File: src/sv/mcdg_pkg.sv
// ----------------------------------------------------------------------------
// mcdg_pkg
// Shared types and constants for the masked central difference gradient block.
// ----------------------------------------------------------------------------
package mcdg_pkg;

  localparam int PIX_W      = 16;
  localparam int GRAD_W     = 17;
  localparam int ENERGY_W   = 33;
  localparam int FW_W       = 12;
  localparam int FH_W       = 13;
  localparam int CFG_ADDR_W = 2;
  localparam int CFG_DATA_W = 16;

  typedef logic [CFG_ADDR_W-1:0] cfg_index_t;

  localparam cfg_index_t CFG_FRAME_WIDTH  = cfg_index_t'(0);
  localparam cfg_index_t CFG_FRAME_HEIGHT = cfg_index_t'(1);

  localparam logic [FW_W-1:0] FRAME_WIDTH_RESET  = FW_W'(640);
  localparam logic [FH_W-1:0] FRAME_HEIGHT_RESET = FH_W'(480);

  // one line buffer word: newest line, line before it, mask of newest line
  typedef struct packed {
    logic [PIX_W-1:0] row0;
    logic [PIX_W-1:0] row1;
    logic             mask;
  } line_word_t;

  // differences of one window, ahead of the squaring stage
  typedef struct packed {
    logic signed [GRAD_W-1:0] dx;
    logic signed [GRAD_W-1:0] dy;
    logic                     last;
  } grad_t;

endpackage

File: src/sv/mcdg_if.sv


interface mcdg_result_if;
  logic                                valid;
  logic                                ready;
  logic signed [mcdg_pkg::GRAD_W-1:0]  grad_x;
  logic signed [mcdg_pkg::GRAD_W-1:0]  grad_y;
  logic [mcdg_pkg::ENERGY_W-1:0]       grad_energy;
  logic                                frame_last;

  modport source (output valid, grad_x, grad_y, grad_energy, frame_last, input ready);
  modport sink   (input valid, grad_x, grad_y, grad_energy, frame_last, output ready);
endinterface


File: src/sv/mcdg_energy.sv
// ----------------------------------------------------------------------------
// mcdg_energy
// Squares and sums the differences and holds the result register.
// ----------------------------------------------------------------------------
module mcdg_energy (
  input  logic                  clk,
  input  logic                  rst,
  input  logic                  grad_valid,
  input  mcdg_pkg::grad_t       grad,
  output logic                  grad_ready,
  mcdg_result_if.source         results
);

  logic signed [2*mcdg_pkg::GRAD_W-1:0] sq_x;
  logic signed [2*mcdg_pkg::GRAD_W-1:0] sq_y;
  logic [mcdg_pkg::ENERGY_W-1:0]        energy_next;

  assign sq_x        = grad.dx * grad.dx;
  assign sq_y        = grad.dy * grad.dy;
  assign energy_next = mcdg_pkg::ENERGY_W'($unsigned(sq_x))
                     + mcdg_pkg::ENERGY_W'($unsigned(sq_y));

  assign grad_ready = !results.valid || results.ready;

  always_ff @(posedge clk) begin
    if (rst) begin
      results.valid <= 1'b0;
    end else if (grad_ready) begin
      results.valid <= grad_valid;
    end
    if (grad_ready && grad_valid) begin
      results.grad_x      <= grad.dx;
      results.grad_y      <= grad.dy;
      results.grad_energy <= energy_next;
      results.frame_last  <= grad.last;
    end
  end

endmodule

File: src/flat_wrapper.sv
// flat-port wrapper written by rule: the top's interface ports become plain ports
module mcdg_energy_flat 
  (clk, rst, grad_valid, grad, grad_ready, results_valid, results_grad_x, results_grad_y, results_grad_energy, results_frame_last, results_ready);
  mcdg_result_if results_i ();
  input  logic clk;
  input  logic rst;
  input  logic grad_valid;
  input  mcdg_pkg::grad_t grad;
  output logic grad_ready;
  output wire logic [$bits(results_i.valid)-1:0] results_valid;
  output wire logic [$bits(results_i.grad_x)-1:0] results_grad_x;
  output wire logic [$bits(results_i.grad_y)-1:0] results_grad_y;
  output wire logic [$bits(results_i.grad_energy)-1:0] results_grad_energy;
  output wire logic [$bits(results_i.frame_last)-1:0] results_frame_last;
  input wire logic [$bits(results_i.ready)-1:0] results_ready;
  assign results_valid = results_i.valid;
  assign results_grad_x = results_i.grad_x;
  assign results_grad_y = results_i.grad_y;
  assign results_grad_energy = results_i.grad_energy;
  assign results_frame_last = results_i.frame_last;
  assign results_i.ready = results_ready;
  mcdg_energy u_core (.clk(clk), .rst(rst), .grad_valid(grad_valid), .grad(grad), .grad_ready(grad_ready), .results(results_i));
endmodule
File: config.mk
export PLATFORM = sky130hd
export DESIGN_NAME = mcdg_energy_flat
export DESIGN_NICKNAME = d
export VERILOG_FILES = /design/src/sv/mcdg_pkg.sv /design/src/sv/mcdg_if.sv /design/src/sv/mcdg_energy.sv /design/src/flat_wrapper.sv
export SDC_FILE = /design/constraint.sdc
export NUM_CORES = 1
export LEC_CHECK = 0
export ABC_AREA = 1
export ABC_CLOCK_PERIOD_IN_PS = 12580
export CAP_MARGIN = 20
export CORE_UTILIZATION = 35
export CTS_CLUSTER_SIZE = 12
export DETAILED_ROUTE_END_ITERATION = 10
export DONT_BUFFER_PORTS = 1
export GPL_TIMING_DRIVEN = 0
export PLACE_DENSITY = 0.54
export SETUP_SLACK_MARGIN = 0.02
export SYNTH_ARGS = -nofsm -noshare
export SYNTH_HDL_FRONTEND = slang
export SYNTH_SLANG_ARGS = --single-unit
File: constraint.sdc
create_clock -name clk -period 12.58 [get_ports clk]
set_input_delay 2.516 -clock clk [delete_from_list [all_inputs] [get_ports clk]]
set_output_delay 2.516 -clock clk [all_outputs]
set_load 0.005 [all_outputs]
==> impl_summary.md, run 1 <==
Outcome
The run finished with clean final reports.

Hold path
The type of the worst min-delay path is reg2reg. The hold path startpoint is u_core.results.valid.

Die
In this run the standard cell core region covers 0.0631 mm2. The number of placement rows is 92. In this run the count of I/O pins placed on the die edge is 109. The initial core utilization is 0.354. The floorplan step defined a die boundary enclosing 0.0648 mm2. The die span in x is 254 um.

The height of the die is 254 um.

Yosys
The count of flip-flops with a built-in enable after synthesis is 68. The xor-xnor portion of the synthesized cell area is 0.0207. The most frequently used flop master after synthesis is edfxtp_1.

Counting every net in the synthesized netlist gives 3192. The post-synthesis cell type count is 41. Measured against the total synthesized area, the mux share comes to 0.

The count of yosys warnings during synthesis is 0. The cell area that synthesis handed to floorplanning was 0.0223 mm2. Synthesis inferred 69 register bits.

The async set-reset flop share out of synthesis is 0. The mean area per synthesized cell is 9.20 um2. The compound-gate portion of the synthesized area is 0.0241. The cell count after synthesis is 2425. By area, the combinational part of the netlist is dominated by adder cells. Of the total synthesized cell area, the portion taken by full adders, half adders and majority gates is 0.605. The proportion of synthesized chip area in sequential cells is 0.0924. The simple-gate portion of the synthesized area is 0.0888.

Place
The cell count after placement is 3274. Routability-driven placement finished with a final weighted congestion of 0.910. The HPWL after detailed placement is 49300 um. The total cell area at the placement stage is 0.0234 mm2. The quantity of I/O buffers inserted on ports is 0.

Clock tree
The number of sinks driven by the clock tree is 69. No sink is reached through more buffers than the 2 on the longest clock path. The clock transition at the register clock pins on the worst setup and hold paths after CTS is 60 ps.

The deepest level of the CTS H-tree is 3. The number of hold buffers added after CTS was 0. The buffers inserted during post-CTS setup optimization is 0.

Buffers inserted during clock tree synthesis total 9. The clock reaches the later pin of the worst-skew pair after 420 ps. After clock tree synthesis, the repair step resized 0 gates. Clock tree synthesis selected as its root buffer the cell clkbuf_16.

TritonCTS built the clock tree.

GRT
The number of antenna violations at the first check in global routing was 0. The via count of the first global-routing pass is 16.5k. The residual overflow from global routing is 0. The first global-routing pass estimated 87400 um of wire. Entering global routing, the biggest net connects 27 pins. For this run, the total global-route usage over all layers was measured as 0.182.

Critical path
The slowest stage of the critical path is the inv_1 cell. Traced cell by cell, the critical path runs through clkbuf_1 -> nand2_1 -> inv_1 -> fa_1 -> fa_1 -> inv_1 -> fa_1 -> fa_1 -> inv_1 -> fa_1 -> fa_1 -> fa_1 -> inv_1 -> fa_1 -> inv_1 -> ha_1 -> a21oi_1 -> a21boi_2 -> nor2_1 -> o21ai_0 -> nand3_1 -> nand3_1 -> nand2_1. The critical path starts at grad[1]. The worst setup path is of the in2reg kind. The setup check on the worst reg-to-reg path leaves a slack of 11150 ps. At the worst endpoint, the arrival time is 10060 ps.

On the worst path, the slowest cell contributes a delay of 700 ps. The element type at the critical path start is an input port. The capturing element type of the critical path is a register.

Along the worst path, the maximum fanout reaches 14. Data on the critical path is required at its endpoint by 12720 ps. The source of the worst register-to-register timing path is u_core.results.valid. Counting stages on the worst path, the most repeated cell is fa_1.

Timing
The shortest period the worst path allows is 9920 ps. The maximum clock frequency is 101 MHz. The number of slew-limit violations in the final report came to 0. The count of final hold-check violations is 0.

In the final timing run, aggregate negative setup slack is 0 ps. Setup repair after global routing left no endpoint under its margin. Setup violations remaining at the end of the flow were counted as 0. For the pin with the worst max-slew slack, the measured transition is 820 ps. The final cycle utilization of the critical path is 0.789. Clock skew on the completed layout was measured at 45.1 ps.

The worst slew margin relative to its limit is 0.453.

Final layout
The net count of the finished layout is 3206. The final instance count without filler cells is 3290. In the final layout, the share of cells above drive strength 1 is 0.0278. The final instance area is 0.0237 mm2. The layout filler cell count is 6502. Compared with the post-synthesis result, the final layout area differs by 6.40%.

The count of antenna diodes in the layout is 0.

Drt
The detail-routed net length per standard cell is 16.8 um. In this run, the number of DRC markers left after iteration 0 of detailed routing was 763. The number of remaining DRC errors is 0. For this run, the detailed router's first-pass iteration total came to 8. Dividing the detail-routed via count by the number of cells gives 4.47. The final layout contains routed wiring with a total length of 55200 um. In this run the remaining antenna-violating nets after routing total 0. The overall via count from detail_route is 14.7k.

Flow run
The number of maximum-capacitance violations is 0.
## cell usage after synthesis (2+ instances only)
master | number | area (um2)
a211oi_1 | 2 | 15.0
a21boi_2 | 2 | 22.5
a21o_1 | 6 | 45.0
a21oi_1 | 26 | 130
a21oi_2 | 7 | 61.3
a31oi_1 | 2 | 12.5
buf_1 | 5 | 18.8
clkbuf_1 | 65 | 244
clkinv_1 | 2 | 7.51
edfxtp_1 | 68 | 2040
fa_1 | 586 | 11700
ha_1 | 142 | 1780
inv_1 | 918 | 3450
inv_2 | 9 | 33.8
nand2_1 | 384 | 1440
nand2_2 | 7 | 43.8
nand3_1 | 24 | 120
nand3_2 | 2 | 20.0
nand4_1 | 4 | 25.0
nor2_1 | 57 | 214
nor2_2 | 3 | 18.8
nor3_1 | 4 | 20.0
nor3_2 | 2 | 20.0
o21ai_0 | 13 | 65.1
o21ai_1 | 7 | 35.0
o21ai_2 | 3 | 26.3
o21bai_1 | 7 | 52.6
or2_2 | 7 | 43.8
xnor2_1 | 16 | 140
xor2_1 | 33 | 289
xor2_2 | 2 | 32.5
## registers in the layout, indices dropped and copies added, names as in the netlist
register                    count
u_core.results.grad_energy     33
u_core.results.grad_x          17
u_core.results.grad_y          17
u_core.results.frame_last       1
u_core.results.valid            1
## stage by stage
| step | setup slack (ps) | hold slack (ps) | utilization |
|---|---|---|---|
| CTS | 2660 | 586 | 0.376 |
| global placement | 2310 | 531 | 0.370 |
| finish | 2660 | 575 | 0.376 |
| floorplan | 3510 | 507 | - |
| detailed placement | 2240 | 577 | 0.372 |
| global route | 2350 | 624 | 0.376 |
## cells by family (layout without fill, tap and decap cells)
group / after synthesis / after routing
compound gates: 81 / 81
xor+xnor: 51 / 51
simple gates: 496 / 496
buf+inv: 1000 / 1019
flops: 69 / 69
fa+ha+maj: 728 / 728
## cells in the final DEF (no fill, tap or decap), types with 24 or more instances in the layout
| cell type | netlist | final |
|---|---|---|
| a21oi_1 | 26 | 25 |
| clkbuf_1 | 65 | 66 |
| edfxtp_1 | 68 | 68 |
| fa_1 | 586 | 586 |
| ha_1 | 142 | 142 |
| inv_1 | 918 | 918 |
| nand2_1 | 384 | 384 |
| nand3_1 | 24 | 24 |
| nor2_1 | 57 | 57 |
| xor2_1 | 33 | 33 |
## critical path, delay by kind of cell
family	cells	cell delay, ps
compound gates	3	640
buf+inv	6	1490
simple gates	5	920
fa+ha+maj	9	4470
## path summary, 6_finish.rpt
kind / endpoint / cells after the start
min reg2reg: u_core.results.valid / 2
min: u_core.results.valid / 2
max: u_core.results.grad_energy[32] / 23
max reg2reg: u_core.results.grad_y[0] / 3
## cell type report
| class | instances | area (um2) | area share |
|---|---|---|---|
| multi-input combinational | 1356 | 16500 | 0.695 |
| inverter | 929 | 3490 | 0.147 |
| sequential | 69 | 2060 | 0.0869 |
| tap | 846 | 1060 | 0.0446 |
| buffer | 71 | 274 | 0.0115 |
| clock buffer | 10 | 229 | 0.00964 |
| clock inverter | 6 | 70.1 | 0.00295 |
| timing repair buffer | 3 | 60.1 | 0.00253 |
## layer usage
layer | GRT usage | share of wire | routed length, um | vias to the layer above
li1 | - | - | - | 6674
met1 | 0.218 | 0.38 | 21200 | 7609
met2 | 0.327 | 0.53 | 29300 | 357
met3 | 0.0311 | 0.051 | 2820 | 67
met4 | 0.0644 | 0.033 | 1830 | 0
met5 | 0 | 0 | 0 | -
Power of run 1 is not shown: default switching activity piles up to over one toggle a cycle in this logic, so the estimate is an artifact.
==> inputs of run 2 (changes only) <==
- ABC_CLOCK_PERIOD_IN_PS: 12580 -> 8200
- PLACE_DENSITY: 0.54 -> 0.56
- clock period: 12.58 -> 8.2 ns (I/O delays scaled with it)
==> run 2 against run 1 <==
Against the previous run:
- register-to-register slack worse by 4800 ps
- critical path depth is 2 higher
- non-clock buffer count is 18 higher
- sequential share of layout area is 0.16 points lower
- final cell count is 0.58% higher
- first-iteration DRC count is 20% higher
- via count is 1.4% higher
- global-route usage is 0.14 points higher
- routed wire length is 1.2% higher
- hold slack better by 8.1 ps
==> impl_summary.md, run 2 (same netlist as run 1, synthesis figures left out) <==
Outcome
The flow ran to the end, and the final reports show no timing, DRC or antenna violations.

Drt
The detail-routed net length per standard cell is 16.9 um. For this run, the detailed router's first-pass iteration total came to 6. The number of remaining DRC errors is 0. The average vias per placed instance is 4.51.

Once detail routing completed, the nets flagged for antenna violations numbered 0. The count of routing violations after the opening detailed-route iteration is 917. For this block, the routed nets add up to 55900 um of wire. Across all layers, the routed design uses 14.9k vias.

Final layout
The fraction of final layout cells with drive strength greater than 1 is 0.0706. In the final layout, the registers with the most flip-flops are u_core.results.grad_energy x33, u_core.results.grad_x x17, u_core.results.grad_y x17. From synthesis to final layout, the design area changed by 8.41%. Counting flops per register, the top entry is u_core.results.grad_energy.

The count of antenna diodes in the layout is 0. The flip-flop count of the largest register after layout is 33. The library cell used most frequently in the layout, excluding fill and tap cells, is inv_1. Leaving out fill and tap cells, the most frequent cells in the layout are inv_1 (913), fa_1 (581), nand2_1 (380). For this run, the share of the core covered by cells in the final layout is 0.383. The filler cells instantiated in the layout total 6487. The final instance area is 0.0242 mm2. At the end of the flow, the number of nets in the layout was 3225.

Clock tree
The clock tree root driver cell is clkbuf_16. For the worst-skew pair, the clock arrives at the later sink with an insertion delay of 430 ps. The clock passes through at most 2 buffers.

TritonCTS built the clock tree. The number of sinks driven by the clock tree is 69. The clock transition at the register clock pins on the worst setup and hold paths after CTS is 70 ps. CTS built an H-tree with a depth of 3. Buffers inserted during clock tree synthesis total 9.

Place
The worst slack after detailed placement is -1130 ps. During placement, the flow inserted port buffers numbering 0. The routability congestion estimate from global placement is 0.936. After detailed placement, the total cell area comes to 0.0234 mm2.

Summed over all nets, the half-perimeter wirelength after detailed placement is 49300 um.

Timing
For the pin with the worst max-slew slack, the measured transition is 798 ps. The worst slew margin relative to its limit is 0.467. Once routing completed, OpenROAD measured the worst setup slack at 226 ps.

The clock skew after layout is 49.5 ps. The count of final hold-check violations is 0. Setup repair after global routing left no endpoint under its margin.

The shortest period the worst path allows is 7970 ps. The setup TNS after final layout is 0 ps. Dividing the final minimum period by the clock period gives 0.972. The number of slew-limit violations in the final report came to 0. The final setup violation count is 0.

The maximum clock frequency is 125 MHz.

Flow run
Max-cap violations in this run came to 0.

Die
The placeable core area is 0.0631 mm2. The top-level I/O count is 109. The number of placement rows is 92. The floorplan step set the die width to 254 um. The die covers 0.0648 mm2. The height of the die is 254 um. The initial core utilization is 0.354.

GRT
The first global-routing pass estimated 88300 um of wire. Entering global routing, the biggest net connects 28 pins. For this run, the total global-route usage over all layers was measured as 0.183. The number of antenna violations at the first check in global routing is 0. Summed over all layers, the global routing overflow is 0. The via count of the first global-routing pass is 16.5k.

Critical path
The maximum fanout count along the critical path is 10. Data on the critical path is required at its endpoint by 8350 ps. The element type at the critical path start is an input port. The critical path is of the in2reg type. At the worst endpoint, the arrival time is 8120 ps. The capturing element type of the critical path is a register.

Hold path
The type of the worst min-delay path is reg2reg.
## run 2: cell count changes in the layout (fill, tap and decap cells not counted), moves of 5 or more
| cell | change |
|---|---|
| fa_1 | -5 |
| clkbuf_1 | -62 |
| buf_2 | +9 |
| inv_1 | -5 |
| buf_1 | -5 |
| clkbuf_2 | +20 |
| buf_4 | +29 |
| buf_6 | +11 |
| clkinvlp_4 | +5 |
| fa_2 | +5 |
| clkbuf_4 | +14 |
## run 2: final timing paths
| check | start | end | slack [ps] | depth (start not counted) |
|---|---|---|---|---|
| setup / recovery | grad[21] | u_core.results.grad_energy[32] | 230 | 25 |
| hold / removal | u_core.results.valid | u_core.results.valid | 580 | 2 |
| setup reg to reg | u_core.results.valid | u_core.results.grad_y[0] | 6350 | 3 |
| hold reg to reg | u_core.results.valid | u_core.results.valid | 580 | 2 |
## run 2: worst max-delay path, stage by stage
cell,delay [ps]
clkbuf_4,180
buf_6,180
nand2_1,70
inv_1,50
fa_2,600
fa_2,480
fa_2,640
clkinvlp_4,170
buf_4,170
fa_1,450
fa_1,530
fa_1,640
fa_1,450
fa_1,490
inv_1,50
ha_2,410
nand2_1,120
nor2_1,160
nand4_1,100
inv_1,90
o21ai_0,100
nand3_2,170
inv_1,60
nand2_1,60
nand2_1,40
## run 2: area by class of cell
type	count	area [um2]	area share
buffer	70	483	0.0200
clock buffer	9	225	0.00931
clock inverter	7	76.3	0.00316
inverter	929	3510	0.145
multi-input combinational	1356	16600	0.684
sequential	69	2060	0.0853
tap	846	1060	0.0438
timing repair buffer	22	215	0.00890
timing repair inverter	1	5.00	0.000207
## run 2: per-stage QoR
step | hold slack (ps) | cells
after floorplan | 507 | 2425
after global placement | 531 | 3271
after global routing | 617 | 3309
after detailed placement | 583 | 3273
after CTS | 594 | 3296
final | 583 | 3309
## run 2: layer usage
| metal | track usage | vias up | part of all wire |
|---|---|---|---|
| met5 | 0 | - | 0 |
| met4 | 0.0654 | 0 | 0.032 |
| met3 | 0.0224 | 71 | 0.051 |
| met2 | 0.327 | 389 | 0.53 |
| met1 | 0.227 | 7728 | 0.39 |
| li1 | - | 6724 | - |
## run 2: repair_timing
| item | CTS | global route |
|---|---|---|
| gates cloned | 0 | 1 |
| setup endpoints to repair | 20 | 17 |
| buffers inserted | 8 | 12 |
| pin swaps | 0 | 4 |
| hold buffers | 0 | 0 |
| resized for setup | 74 | 121 |
Power of run 2 is left out for the same reason.
==> inputs of run 3 (changes only) <==
- ABC_CLOCK_PERIOD_IN_PS: 8200 -> 9350
- CORE_ASPECT_RATIO: default -> 1.5
- CORE_UTILIZATION: 35 -> 60
- PLACE_DENSITY: 0.56 -> 0.81
- clock period: 8.2 -> 9.35 ns (I/O delays scaled with it)
==> run 3 against run 2 <==
Against the previous run:
- hold slack improved by 5.3 ps
- clock skew is 37 ps lower
- utilization increased by 25 points
- sequential cell count is the same
- critical path depth fell by 1
==> impl_summary.md, run 3 (same netlist as run 1, synthesis figures left out) <==
Outcome
The flow ran to the end, and the final reports show no timing, DRC or antenna violations.

Place
The routability congestion estimate from global placement is 0.958. The HPWL after detailed placement is 48800 um. The quantity of I/O buffers inserted on ports is 0.

Critical path
The element type at the critical path start is an input port. The worst register-to-register path has a depth of 2. Of all nets on the critical path, the largest fanout is 10.

The arrival time reported for the critical path endpoint is 9200 ps. The slack of the worst reg-to-reg path is 7810 ps. The capturing element type of the critical path is a register. In this run the critical register-to-register path is launched from u_core.results.valid. STA puts the critical path data required time at 9490 ps. The path type of the worst setup path is in2reg. The capturing point of the worst reg2reg path is u_core.results.grad_y[5].

Timing
The clock skew after layout is 12.4 ps. The final hold slack is 588 ps. Setup repair after global routing could not meet its margin everywhere. The number of slew-limit violations in the final report is 0. For the pin with the worst max-slew slack, the measured transition is 819 ps. Counting I/O delays and the setup requirement, the final critical path takes 9050 ps.

Based on the critical path, the design can be clocked at up to 110 MHz. Setup violations remaining at the end of the flow were counted as 0. The worst slew margin relative to its limit is 0.454. The count of final hold-check violations is 0.

Of the available clock period, the critical path in the final layout requires 0.968.

Die
In this run the standard cell core region covers 0.0367 mm2. The die span in x is 159 um. The top-level I/O count is 109. From bottom edge to top edge, the die measures 238 um. The floorplan has 86 rows.

The initial utilization of the core area, before any placement, comes to 0.608. The total die area is 0.0380 mm2.

GRT
Entering global routing, the biggest net connects 28 pins. The residual overflow from global routing is 0. The global-route wire length before repair is 89400 um. In the global route stage, overall resource usage came out at 0.320.

The via count of the first global-routing pass is 17.9k. The number of antenna violations at the first check in global routing came to 0.

Clock tree
The number of CTS-inserted buffers is 9. The clock transition at the register clock pins on the worst setup and hold paths after CTS is 70 ps. The clock insertion delay at the later pin of the skew report is 380 ps.

The clock tree from TritonCTS is built. The clock tree root driver cell is clkbuf_16. The deepest level of the CTS H-tree is 3. The maximum buffer depth of the clock tree is 2. The count of instances resized after the clock tree is built is 0. For this design, the CTS-stage hold fixing added 0 buffers. The number of sinks driven by the clock tree is 69.

The buffers inserted during post-CTS setup optimization is 0.

Final layout
The most common cell after layout, fill and taps aside is inv_1. The share of the core filled with cells is 0.634. The flip-flop count of the largest register after layout is 33. The count of antenna diodes in the layout is 0.

In the final layout, the registers with the most flip-flops are u_core.results.grad_energy x33, u_core.results.grad_x x17, u_core.results.grad_y x17. The register ranked first by flip-flop count is u_core.results.grad_energy. After the last flow step, the layout net total stands at 3205. The fraction of final layout cells with drive strength greater than 1 is 0.0291. The layout filler cell count is 3072. The area added between synthesis and finish is 4.23%. In the layout the commonest cells are inv_1 (917), fa_1 (586), nand2_1 (384).

Drt
The first detailed-routing pass took 5 iterations. In this run the remaining antenna-violating nets after routing total 0. The overall via count from detail_route is 15.5k. The average vias per placed instance is 5.28. In the routed design, unresolved DRC markers number 0. The count of routing violations after the opening detailed-route iteration is 845.

The detail-routed net length per standard cell is 19.1 um. After detailed routing, the total wire length is 56000 um.

Hold path
The number of stages on the worst hold path is 2. The end point of the worst hold path is u_core.results.valid. The path class of the tightest hold or removal check is reg2reg.

The hold path startpoint is u_core.results.valid.

Flow run
The tool flagged a number of max-cap violations equal to 0.
[run 3: area by class of cell]
| class | count | area (um2) | area share |
|---|---|---|---|
| inverters | 929 | 3490 | 0.150 |
| repair buffers | 2 | 40.0 | 0.00172 |
| plain buffers | 71 | 277 | 0.0119 |
| well taps | 484 | 606 | 0.0260 |
| clock buffers | 9 | 225 | 0.00968 |
| flip-flops and latches | 69 | 2060 | 0.0887 |
| clock inverters | 7 | 56.3 | 0.00242 |
| multi-input cells | 1356 | 16500 | 0.709 |
[run 3: worst max path at each step]
stage / endpoint / from / cells after the start / slack [ps]
CTS: u_core.results.grad_energy[29] / grad[3] / 23 / 200
detailed placement: u_core.results.grad_energy[29] / grad[3] / 23 / -180
floorplan: u_core.results.grad_energy[27] / grad[17] / 26 / 930
global placement: u_core.results.grad_energy[29] / grad[3] / 23 / -60
finish: u_core.results.grad_energy[32] / grad[21] / 24 / 300
global route: u_core.results.grad_energy[32] / grad[21] / 24 / -10
[run 3: critical path, stage by stage]
cell and delay [ps]:
clkbuf_1 410, clkbuf_1 580, nand2_1 110, inv_1 90, fa_1 490, fa_1 640
fa_1 520, inv_1 400, fa_1 520, fa_1 500, fa_1 720, fa_1 480
fa_1 490, inv_1 40, ha_1 390, nand2_1 120, nor2_1 160, nand4_1 110
inv_1 80, o21ai_0 80, nand3_1 200, inv_1 60, nand2_1 70, nand2_1 50
[run 3: per-stage QoR]
stage | std cells | setup slack, ps | area (um2) | TNS, ps
after floorplan | 2425 | 927 | 22300 | 0
after global placement | 2909 | -59.2 | 22900 | -147
after detailed placement | 2911 | -176 | 23000 | -846
after CTS | 2927 | 203 | 23200 | 0
after global routing | 2927 | -11.7 | 23300 | -11.7
final | 2927 | 295 | 23300 | 0
[run 3: per-layer routing]
| metal | routed length [um] | track usage | vias up |
|---|---|---|---|
| li1 | - | - | 6676 |
| met5 | 0 | 0 | - |
| met4 | 5910 | 0.301 | 0 |
| met3 | 2740 | 0.0395 | 261 |
| met2 | 30400 | 0.581 | 625 |
| met1 | 16900 | 0.317 | 7890 |
Power of run 3 is left out for the same reason.
